**config.mk**
```make
export PLATFORM = sky130hd
export DESIGN_NAME = fixed_point_format_converter_top
export DESIGN_NICKNAME = d
export VERILOG_FILES = /design/src/rtl/fpc_pkg.sv /design/src/rtl/fixed_point_format_converter_top.sv
export VERILOG_INCLUDE_DIRS = /design/src /design/src/rtl
export SDC_FILE = /design/constraint.sdc
export NUM_CORES = 1
export LEC_CHECK = 0
export ABC_AREA = 1
export BUFFER_PORTS_ARGS = -buffer_cell sky130_fd_sc_hd__buf_2
export CAP_MARGIN = 15
export CORE_ASPECT_RATIO = 0.7
export CORE_MARGIN = 2
export CORE_UTILIZATION = 40
export CTS_BUF_LIST = sky130_fd_sc_hd__clkbuf_8 sky130_fd_sc_hd__clkbuf_16
export CTS_CLUSTER_SIZE = 40
export DETAILED_ROUTE_END_ITERATION = 16
export GPL_TIMING_DRIVEN = 0
export PLACE_DENSITY_LB_ADDON = 0.15
export SLEW_MARGIN = 40
export SYNTH_ARGS = -nofsm -noshare
export SYNTH_HDL_FRONTEND = slang
export SYNTH_SLANG_ARGS = --single-unit
```
**constraint.sdc**
```tcl
create_clock -name i_clk -period 12.4 [get_ports i_clk]
set_input_delay 0 -clock i_clk [delete_from_list [all_inputs] [get_ports i_clk]]
set_output_delay 0 -clock i_clk [all_outputs]
set_load 0.1 [all_outputs]
```
**src/rtl/fixed_point_format_converter_top_macros.svh**
```systemverilog
// Assertion helpers for the format converter.
`ifndef FIXED_POINT_FORMAT_CONVERTER_TOP_MACROS_SVH
`define FIXED_POINT_FORMAT_CONVERTER_TOP_MACROS_SVH

// Assert an implication on every clock edge outside reset.
`define FPC_ASSERT_IMP(label, clk, rst_n, ante, cons, msg) \
    label: assert property (@(posedge clk) disable iff (!rst_n) (ante) |-> (cons)) \
        else $error(msg);

// Assert that the consequent holds on the clock edge after the antecedent, outside reset.
`define FPC_ASSERT_NEXT(label, clk, rst_n, ante, cons, msg) \
    label: assert property (@(posedge clk) disable iff (!rst_n) (ante) |=> (cons)) \
        else $error(msg);

`endif

```
**src/rtl/fpc_pkg.sv**
```systemverilog
`timescale 1ns / 1ps
`default_nettype none
package fpc_pkg;
    localparam int FRACTION_BITS_DEF = 8;

    localparam logic [1:0] OP_INT_TO_FIX   = 2'd0;
    localparam logic [1:0] OP_FLT_TO_FIX   = 2'd1;
    localparam logic [1:0] OP_FIX_TO_FLT   = 2'd2;
    localparam logic [1:0] OP_FIX_TO_INT   = 2'd3;

    typedef struct packed {
        logic [1:0]  operation;
        logic [31:0] operand;
    } t_in_item;

    typedef struct packed {
        logic [31:0] result_word;
        logic        overflow;
    } t_out_item;
endpackage
`default_nettype wire

```
**src/rtl/fixed_point_format_converter_top.sv**
```systemverilog
`timescale 1ns / 1ps
`default_nettype none
// Channel | Direction | Handshake           | Payload
// in      | input     | i_in_valid/o_in_stall  | fpc_pkg::t_in_item
// out     | output    | o_out_valid/i_out_stall | fpc_pkg::t_out_item
// One transaction enters per cycle while the input is not stalled; each passes through the
// decode, magnitude shift, rounding and sign/pack stages to the output register.
// Reset (i_rst_n low, synchronous) clears only the stage valid bits.
// A stall on the output holds every full stage with no empty stage after it; bubbles are squeezed out, so the
// input stalls only when every stage holds a transaction and the output is stalled.
module fixed_point_format_converter_top #(
    parameter int FRACTION_BITS = fpc_pkg::FRACTION_BITS_DEF
) (
    input  wire                 i_clk,
    input  wire                 i_rst_n,
    input  wire                 i_in_valid,
    output logic                o_in_stall,
    input  wire fpc_pkg::t_in_item i_in_data,
    output logic                o_out_valid,
    input  wire                 i_out_stall,
    output fpc_pkg::t_out_item  o_out_data
);
    import fpc_pkg::*;

    localparam logic [5:0] FB = 6'(FRACTION_BITS);

    // ---------------- stage valids and advance ----------------
    logic r_v1, r_v2, r_v3, r_v4;
    logic adv4, adv3, adv2, adv1;
    assign adv4 = !r_v4 || !i_out_stall;
    assign adv3 = !r_v3 || adv4;
    assign adv2 = !r_v2 || adv3;
    assign adv1 = !r_v1 || adv2;
    assign o_in_stall = !adv1;

    // ---------------- stage 1: decode ----------------
    // Every path is reduced to: sign, a 32-bit magnitude, a shift (left or right)
    // and special flags.
    logic        n_neg, n_sat, n_nan, n_zero, n_left;
    logic [31:0] n_mag;
    logic [6:0]  n_sh;
    logic [1:0]  n_op;
    logic [5:0]  n_p;

    logic        r1_neg, r1_sat, r1_nan, r1_zero, r1_left;
    logic [31:0] r1_mag;
    logic [6:0]  r1_sh;
    logic [1:0]  r1_op;
    logic [5:0]  r1_p;
    logic [31:0] r1_raw;

    logic [7:0]  f_e;
    logic [23:0] f_sig;
    logic signed [9:0] f_ex;
    logic [31:0] x;

    always_comb begin
        x      = i_in_data.operand;
        n_op   = i_in_data.operation;
        n_neg  = x[31];
        n_sat  = 1'b0;
        n_nan  = 1'b0;
        n_zero = 1'b0;
        n_left = 1'b1;
        n_mag  = x[31] ? (32'd0 - x) : x;
        n_sh   = {1'b0, FB};
        n_p    = 6'd0;
        f_e    = x[30:23];
        f_sig  = (f_e == 8'd0) ? {1'b0, x[22:0]} : {1'b1, x[22:0]};
        f_ex   = ((f_e == 8'd0) ? -10'sd149 : ($signed({2'b00, f_e}) - 10'sd150))
                 + $signed({4'd0, FB});
        case (n_op)
            OP_FLT_TO_FIX: begin
                n_mag = {8'd0, f_sig};
                if (f_e == 8'hFF) begin
                    n_nan = (x[22:0] != 23'd0);
                    n_sat = (x[22:0] == 23'd0);
                end else if (f_sig == 24'd0) begin
                    n_zero = 1'b1;
                end else if (f_ex >= 10'sd32) begin
                    n_sat = 1'b1;
                end else if (f_ex >= 10'sd0) begin
                    n_sh = f_ex[6:0];
                end else begin
                    n_left = 1'b0;
                    if (f_ex <= -10'sd26) begin
                        n_zero = 1'b1;
                    end else begin
                        n_sh = 7'(-f_ex);
                    end
                end
            end
            OP_FIX_TO_FLT: begin
                n_zero = (n_mag == 32'd0);
                for (int i = 0; i < 32; i++) begin
                    if (n_mag[i]) n_p = 6'(i);
                end
                n_left = (n_p <= 6'd23);
                n_sh   = n_left ? 7'(6'd23 - n_p) : 7'(n_p - 6'd23);
            end
            default: begin
            end
        endcase
    end

    always_ff @(posedge i_clk) begin
        if (!i_rst_n) begin
            r_v1 <= 1'b0;
        end else if (adv1) begin
            r_v1 <= i_in_valid;
        end
        if (adv1) begin
            r1_neg <= n_neg;   r1_sat <= n_sat;   r1_nan <= n_nan;
            r1_zero <= n_zero; r1_left <= n_left;
            r1_mag <= n_mag;   r1_sh <= n_sh;     r1_op <= n_op;
            r1_p <= n_p;       r1_raw <= x;
        end
    end

    // ---------------- stage 2: shift ----------------
    // Left shifts keep 64 bits for range checks; right shifts keep the half bit
    // for float to fixed and round/sticky bits for fixed to float.
    logic [63:0] s2_left;
    logic [31:0] s2_right;
    logic        s2_half, s2_sticky;
    logic [63:0] r2_lsh;
    logic [31:0] r2_right;
    logic        r2_half, r2_sticky;
    logic        r2_neg, r2_sat, r2_nan, r2_zero, r2_left;
    logic [1:0]  r2_op;
    logic [5:0]  r2_p;
    logic [31:0] r2_raw;
    logic [31:0] low_mask;

    always_comb begin
        s2_left  = {32'd0, r1_mag} << r1_sh;
        s2_right = r1_mag >> r1_sh;
        low_mask = (r1_sh == 7'd0) ? 32'd0 : ((32'd1 << (r1_sh - 7'd1)) - 32'd1);
        s2_half  = (r1_sh == 7'd0) ? 1'b0 : r1_mag[5'(r1_sh - 7'd1)];
        s2_sticky = (r1_mag & low_mask) != 32'd0;
    end

    always_ff @(posedge i_clk) begin
        if (!i_rst_n) begin
            r_v2 <= 1'b0;
        end else if (adv2) begin
            r_v2 <= r_v1;
        end
        if (adv2) begin
            r2_lsh <= s2_left;    r2_right <= s2_right;
            r2_half <= s2_half;   r2_sticky <= s2_sticky;
            r2_neg <= r1_neg;     r2_sat <= r1_sat;   r2_nan <= r1_nan;
            r2_zero <= r1_zero;   r2_left <= r1_left; r2_op <= r1_op;
            r2_p <= r1_p;         r2_raw <= r1_raw;
        end
    end

    // ---------------- stage 3: round and range ----------------
    logic [32:0] n3_mag;
    logic [5:0]  n3_p;
    logic        n3_sat;
    logic [31:0] r3_mag;
    logic [5:0]  r3_p;
    logic        r3_neg, r3_sat, r3_nan, r3_zero;
    logic [1:0]  r3_op;
    logic [31:0] r3_raw;
    logic [63:0] m64;
    logic [24:0] keep;

    function automatic logic [23:0] r2_left_word(input logic [63:0] v);
        return v[23:0];
    endfunction

    always_comb begin
        n3_p   = r2_p;
        n3_sat = r2_sat;
        keep   = 25'd0;
        m64    = 64'd0;
        n3_mag = 33'd0;
        case (r2_op)
            OP_FIX_TO_FLT: begin
                if (r2_left) begin
                    n3_mag = {9'd0, r2_left_word(r2_lsh)};
                end else begin
                    keep = {1'b0, r2_right[23:0]};
                    if (r2_half && (r2_sticky || r2_right[0])) keep = keep + 25'd1;
                    if (keep[24]) begin
                        keep = keep >> 1;
                        n3_p = r2_p + 6'd1;
                    end
                    n3_mag = {8'd0, keep};
                end
            end
            default: begin
                if (r2_left) begin
                    m64 = r2_lsh;
                end else begin
                    m64 = {32'd0, r2_right} + {63'd0, r2_half};
                end
                if (r2_zero || r2_nan) m64 = 64'd0;
                if (r2_neg ? (m64 > 64'h8000_0000) : (m64 > 64'h7FFF_FFFF)) n3_sat = 1'b1;
                n3_mag = m64[32:0];
            end
        endcase
    end

    always_ff @(posedge i_clk) begin
        if (!i_rst_n) begin
            r_v3 <= 1'b0;
        end else if (adv3) begin
            r_v3 <= r_v2;
        end
        if (adv3) begin
            r3_mag <= n3_mag[31:0]; r3_p <= n3_p;   r3_sat <= n3_sat;
            r3_neg <= r2_neg;       r3_nan <= r2_nan; r3_zero <= r2_zero;
            r3_op <= r2_op;         r3_raw <= r2_raw;
        end
    end

    // ---------------- stage 4: sign, pack, saturate ----------------
    t_out_item n4, r4;
    logic [7:0] exp_f;

    always_comb begin
        n4.overflow    = 1'b0;
        n4.result_word = 32'd0;
        exp_f = 8'(r3_p + 8'd127 - {2'd0, FB});
        case (r3_op)
            OP_FIX_TO_INT: begin
                n4.result_word = 32'($signed(r3_raw) >>> FB);
            end
            OP_FIX_TO_FLT: begin
                n4.result_word = r3_zero ? 32'd0 : {r3_neg, exp_f, r3_mag[22:0]};
            end
            default: begin
                if (r3_nan) begin
                    n4.overflow = 1'b1;
                end else if (r3_sat) begin
                    n4.overflow    = 1'b1;
                    n4.result_word = r3_neg ? 32'h8000_0000 : 32'h7FFF_FFFF;
                end else begin
                    n4.result_word = r3_neg ? (32'd0 - r3_mag) : r3_mag;
                end
            end
        endcase
    end

    always_ff @(posedge i_clk) begin
        if (!i_rst_n) begin
            r_v4 <= 1'b0;
        end else if (adv4) begin
            r_v4 <= r_v3;
        end
        if (adv4) begin
            r4 <= n4;
        end
    end

    assign o_out_valid = r_v4;
    assign o_out_data  = r4;

    `include "fixed_point_format_converter_top_macros.svh"

    `FPC_ASSERT_NEXT(a_hold_out, i_clk, i_rst_n, r_v4 && i_out_stall, r_v4 && $stable(r4), "output changed under stall")
    `FPC_ASSERT_IMP(a_stall_full, i_clk, i_rst_n, o_in_stall, r_v1 && r_v2 && r_v3 && r_v4 && i_out_stall, "input stalled with room")
    `FPC_ASSERT_IMP(a_ovf_ops, i_clk, i_rst_n, r_v4 && r4.overflow, r_v4, "overflow without item")
endmodule
`default_nettype wire
```
## Word-level counts from Yosys, hierarchy flattened

Cells that the tools add are included.

- Multiplexer cells: 83
- Reductions and logical operators: 22
- Bitwise gates (word level): 1
- $lt $le $gt $ge: 7
- Add/sub/neg operators: 14
- Shift-type cells: 3
- Equal/unequal tests: 6

Operators by type and width:

| kind | number |
|---|---|
| $mux W32 | 8 |
| $mux W6 | 34 |
| $mux W64 | 3 |
| $mux W24 | 4 |
| $mux W25 | 3 |
| $gt A64 B31 Y1 const B | 1 |
| $gt A64 B32 Y1 const B | 1 |
| $pmux W32 S2 | 1 |
| $shl A32 B7 Y64 | 1 |
| $sub A1 B32 Y32 const A | 2 |
| $mux W7 | 6 |
| $add A32 B1 Y33 | 1 |
| $and A32 B32 Y32 | 1 |
| $logic_not A32 Y1 | 1 |
| $reduce_bool A32 Y1 | 1 |
| $shl A1 B7 Y32 const A | 1 |
| $shr A32 B7 Y32 | 1 |
| $sub A32 B1 Y32 const B | 1 |
| $add A24 B1 Y25 const B | 1 |
| $logic_not A24 Y1 | 1 |
| $logic_not A23 Y1 | 1 |
| $reduce_bool A23 Y1 | 1 |
| $mux W1 | 19 |
| $pmux W7 S2 | 1 |
| other kinds (27) | 41 |

- Input bits: 38
- Word-level logic and storage cells: 173
- Output and inout bits: 35
- Register bits: 340

## Longest topological paths before layout

- Word-level depth: 37
- Gate-level depth with buffers: 41
- Gate-level depth less buffers: 41

## Least setup slack after synthesis

No wires, ideal clock.

- Kind: register to register
- From: register r_v4, in the netlist o_out_valid
- To: register r1_left (enable)
- Data arrival time: 9362 ps
- Required time: 11974 ps
- Stages on the path, launching flop included: 8
- Slack: 2612 ps
- Cells stage by stage: dfxtp_1 -> nand2_1 -> nor2_1 -> inv_1 -> nor2_1 -> inv_1 -> nor2_1 -> inv_1

- Longest elaborated chain between the ends: 5

RTL lines:

| element | line | text |
|---|---|---|
| start, declared | fixed_point_format_converter_top.sv:28 | `logic r_v1, r_v2, r_v3, r_v4;` |
| start signal, assigned | fixed_point_format_converter_top.sv:252 | `r_v4 <= r_v3;` |
| $logic_not A1 Y1 | fixed_point_format_converter_top.sv:30 | `assign adv4 = !r_v4 \|\| !i_out_stall;` |
| $logic_or A1 B1 Y1 | fixed_point_format_converter_top.sv:30 |  |
| net adv4 | fixed_point_format_converter_top.sv:29 | `logic adv4, adv3, adv2, adv1;` |
| $logic_or A1 B1 Y1 | fixed_point_format_converter_top.sv:31 | `assign adv3 = !r_v3 \|\| adv4;` |
| net adv3 | fixed_point_format_converter_top.sv:29 |  |
| $logic_or A1 B1 Y1 | fixed_point_format_converter_top.sv:32 | `assign adv2 = !r_v2 \|\| adv3;` |
| net adv2 | fixed_point_format_converter_top.sv:29 |  |
| $logic_or A1 B1 Y1 | fixed_point_format_converter_top.sv:33 | `assign adv1 = !r_v1 \|\| adv2;` |
| end signal, assigned | fixed_point_format_converter_top.sv:114 | `r1_zero <= n_zero; r1_left <= n_left;` |
| end, declared | fixed_point_format_converter_top.sv:45 | `logic r1_neg, r1_sat, r1_nan, r1_zero, r1_left;` |

The timed path passes the listed nets, and every way through them passes these cells.
A chain may end at the register's enable or synchronous reset.

## Final worst setup path

- From: register r1_sh[0]
- To: register r2_sticky (data pin)

- Longest elaborated chain between the ends: 6

RTL lines:

| element | line | text |
|---|---|---|
| start, declared | fixed_point_format_converter_top.sv:47 | `logic [6:0] r1_sh;` |
| start signal, assigned | fixed_point_format_converter_top.sv:115 | `r1_mag <= n_mag; r1_sh <= n_sh; r1_op <= n_op;` |
| $sub A7 B1 Y7 | - |  |
| $shl A1 B7 Y32 | fixed_point_format_converter_top.sv:138 | `low_mask = (r1_sh == 7'd0) ? 32'd0 : ((32'd1 << (r1_sh - 7'd1)) - 32'd1);` |
| $sub A32 B1 Y32 | fixed_point_format_converter_top.sv:138 |  |
| $mux W32 * | fixed_point_format_converter_top.sv:138 |  |
| $and A32 B32 Y32 * | fixed_point_format_converter_top.sv:140 | `s2_sticky = (r1_mag & low_mask) != 32'd0;` |
| $reduce_bool A32 Y1 * | fixed_point_format_converter_top.sv:140 |  |
| net s2_sticky | fixed_point_format_converter_top.sv:125 | `logic s2_half, s2_sticky;` |
| end signal, assigned | fixed_point_format_converter_top.sv:151 | `r2_half <= s2_half; r2_sticky <= s2_sticky;` |
| end, declared | fixed_point_format_converter_top.sv:128 | `logic r2_half, r2_sticky;` |

The timed path passes the listed nets; every way through them passes the cells marked *.

==> flow_summary.json <==
{
  "status": "complete, no violations",
  "htree_levels": 2,
  "fmax_mhz": 202.8,
  "dp_hpwl_um": 58800,
  "syn_avg_cell_area_um2": 7.966,
  "max_slew.worst_pin.slew_ns": 0.8664,
  "synth-seq-area-share_pct": 46.06,
  "final_area_mm2": 0.02292,
  "cts_resized": 0,
  "drtIter0Drc": 2369,
  "synth_area_mm2": 0.02019,
  "start_util_pct": 40.70,
  "antenna_cells": 0,
  "synthArstFlopShare_pct": 0,
  "synth_top_cell_area_share_pct": 45.67,
  "synth_cell_type_count": 69,
  "synth.area.top_cells": "edfxtp_1 46%, nand2_1 11%, o21ai_0 7.2%",
  "drc": 0,
  "cts-root-buf": "clkbuf_16",
  "fin_worst_skew_ns": 0.02963,
  "register_area_mm2": 0.009299,
  "clkSlewWorstSetupHoldPaths_ns": 0.07,
  "ys_ff_latch": 311,
  "cts_setup_buffers": 0,
  "post_drt_wl_per_cell_um": 21.67,
  "grtUsageTotal_pct": 27.75,
  "cap_violations": 0,
  "vias": 18940,
  "worstSetupPathType": "flip-flop to flip-flop",
  "grt-ovfl-total": 0,
  "synth_compound_area_share_pct": 15.03,
  "hp-class": "input pin to flip-flop",
  "p_leak_uw": 0.009747,
  "rows": 68,
  "placed_area_mm2": 0.02147,
  "synth-adder-area-share_pct": 1.054,
  "multiInputGateArea_mm2": 0.009403,
  "postRouteAntennaNets": 0,
  "min_period_over_period_pct": 39.77,
  "hold-worst-slack_ns": 0.2055,
  "vias_per_cell": 5.618,
  "fin_tns_setup_ns": 0,
  "met1_usage_pct": 43.69,
  "area_delta_synth_final_pct": 13.54,
  "synth_xor_xnor_area_share_pct": 4.983,
  "worstSetupEndpointType": "flip-flop",
  "setup_ws_ns": 7.469,
  "syn_nets": 2589,
  "synth_edf_count": 307,
  "crit_arrival_ns": 5.16,
  "first_pass_iters": 6,
  "fin_nets": 2737,
  "powerDensity_mw_per_mm2": 153.2,
  "yosys_warnings": 0,
  "worstPathRequired_ns": 12.63,
  "cts-buffers-inserted": 34,
  "syn_inst": 2534,
  "grt_pass1_wl_um": 108700,
  "cp_common_cell": "nand2_1",
  "synthMuxAreaShare_pct": 1.494,
  "drt-total-wl_um": 73050,
  "cts_sinks": 311,
  "slowest_stage": "edfxtp_1",
  "slowest_delay_ns": 0.51,
  "layout_commonest_cell": "nand2_1",
  "tritoncts": "built",
  "post-place-ws_ns": 7.578,
  "clock_tree.buffer_depth": 3,
  "ys.flop_type": "edfxtp_1",
  "met2_usage_pct": 39.77,
  "period_minus_slack_ns": 4.931,
  "hold_buffers": 37,
  "synth_top_family_by_area": "simple AND/OR/NAND/NOR gates",
  "synth_top_area_cell": "edfxtp_1",
  "grt_busiest_layer": "met1",
  "setup_viol": 0,
  "place_congestion": 0.9907,
  "maxSlewViolCount": 0,
  "grt_max_degree": 87,
  "rsz0062_at_grt": "no",
  "final_hold_viol_count": 0,
  "grt_pass1_vias": 17460,
  "totalPowerFinal_uw": 3511,
  "fp.dieArea_mm2": 0.05231,
  "antenna_found_initial": 1,
  "pin_count": 73,
  "grtUsageMet3_pct": 4.463,
  "drive_above_1_share_pct": 7.021,
  "synthSimpleGateAreaFrac_pct": 23.98,
  "worst-path-max-fanout": 10,
  "slew_headroom_pct": 42.09,
  "ir_drop_uv": 122.9,
  "clk_latency_ns": 0.53,
  "die_h_um": 192.0,
  "start_kind": "flip-flop",
  "die_w_um": 272.5,
  "final_cell_mix": "599 x nand2_1, 307 x edfxtp_1, 291 x o21ai_0",
  "fill_cells": 4893,
  "placeableCoreArea_mm2": 0.04960,
  "port_buffers": 72
}
critical path: cells and delay by family, from the launching register on:
kind          cells  cell delay [ns]
simple gates     23             2.39
flops             1             0.51
fa+ha+maj         2             0.51
buf+inv           4             1.04
xor+xnor          1             0.21
registers in the layout, indices dropped and copies added, names as in the netlist, 2 cells and up:
signal and count:
r2_right 32, r2_lsh 64, r1_raw 23, o_out_data 33
r1_mag 32, r2_p 5, r2_op 2, r1_p 5
r3_p 6, r1_op 2, r1_sh 7, r2_raw 23
r3_mag 32, r3_op 2, r3_raw 23
synthesized netlist by cell type, types with 2 or more instances:
library cell	number
a2111oi_0	3
a21oi_1	81
a22oi_1	26
a31oi_1	22
a41oi_1	4
and2_1	3
and3_1	3
buf_1	23
buf_2	5
buf_4	2
clkbuf_1	83
clkinv_1	7
dfxtp_1	4
edfxtp_1	307
ha_1	17
inv_1	261
inv_2	9
mux2i_1	29
nand2_1	600
nand2_2	10
nand3_1	102
nand4_1	37
nor2_1	290
nor2_2	4
nor2_4	7
nor3_1	51
nor3b_1	2
nor4_1	20
o2111ai_1	4
o211ai_1	12
o21a_1	5
o21ai_0	291
o21ai_1	2
o21ai_2	2
o21bai_1	3
o221ai_1	20
o22ai_1	23
o31ai_1	9
o32ai_1	4
o41ai_1	4
or2_2	9
xnor2_1	29
xor2_1	79
layout make-up:
| class | instances | share of cell area [%] |
|---|---|---|
| plain buffers | 114 | 1.960 |
| clock buffers | 35 | 3.821 |
| clock inverters | 25 | 0.8789 |
| inverters | 277 | 4.602 |
| multi-input cells | 1832 | 41.02 |
| flip-flops and latches | 311 | 40.57 |
| well taps | 665 | 3.630 |
| repair buffers | 112 | 3.515 |
worst paths after layout:
kind	startpoint	endpoint	slack [ns]	cells after the start
max	r1_sh[0]	r2_sticky	7.47	30
min	i_in_data[26]	r1_raw[26]	0.21	2
max reg2reg	r1_sh[0]	r2_sticky	7.47	30
min reg2reg	r1_left	r2_left	0.40	0
cell families after synthesis:
| kind of cell | count (synthesis) |
|---|---|
| other cells | 1 |
| mux | 30 |
| flops | 311 |
| compound gates | 525 |
| fa+ha+maj | 17 |
| buf+inv | 391 |
| xor+xnor | 111 |
| simple gates | 1148 |
metrics by stage:
stage | std cells | utilization, %
finish | 3371 | 46.21
global route | 3371 | 46.21
CTS | 3371 | 46.21
detailed placement | 3274 | 43.29
global placement | 3271 | 43.10
floorplan | 2534 | -
metal layers:
| metal | routed length (um) | vias to the layer above |
|---|---|---|
| li1 | - | 8932 |
| met1 | 35820 | 9076 |
| met2 | 29720 | 854 |
| met3 | 6250 | 75 |
| met4 | 1257 | 0 |
| met5 | 0 | - |
report_power, final:
part           internal [uW]  switching [uW]
Clock                    560             425
Combinational            292             824
Sequential              1300             108
Total                   2150            1360
Note: power is estimated with default switching activity, not from simulation.
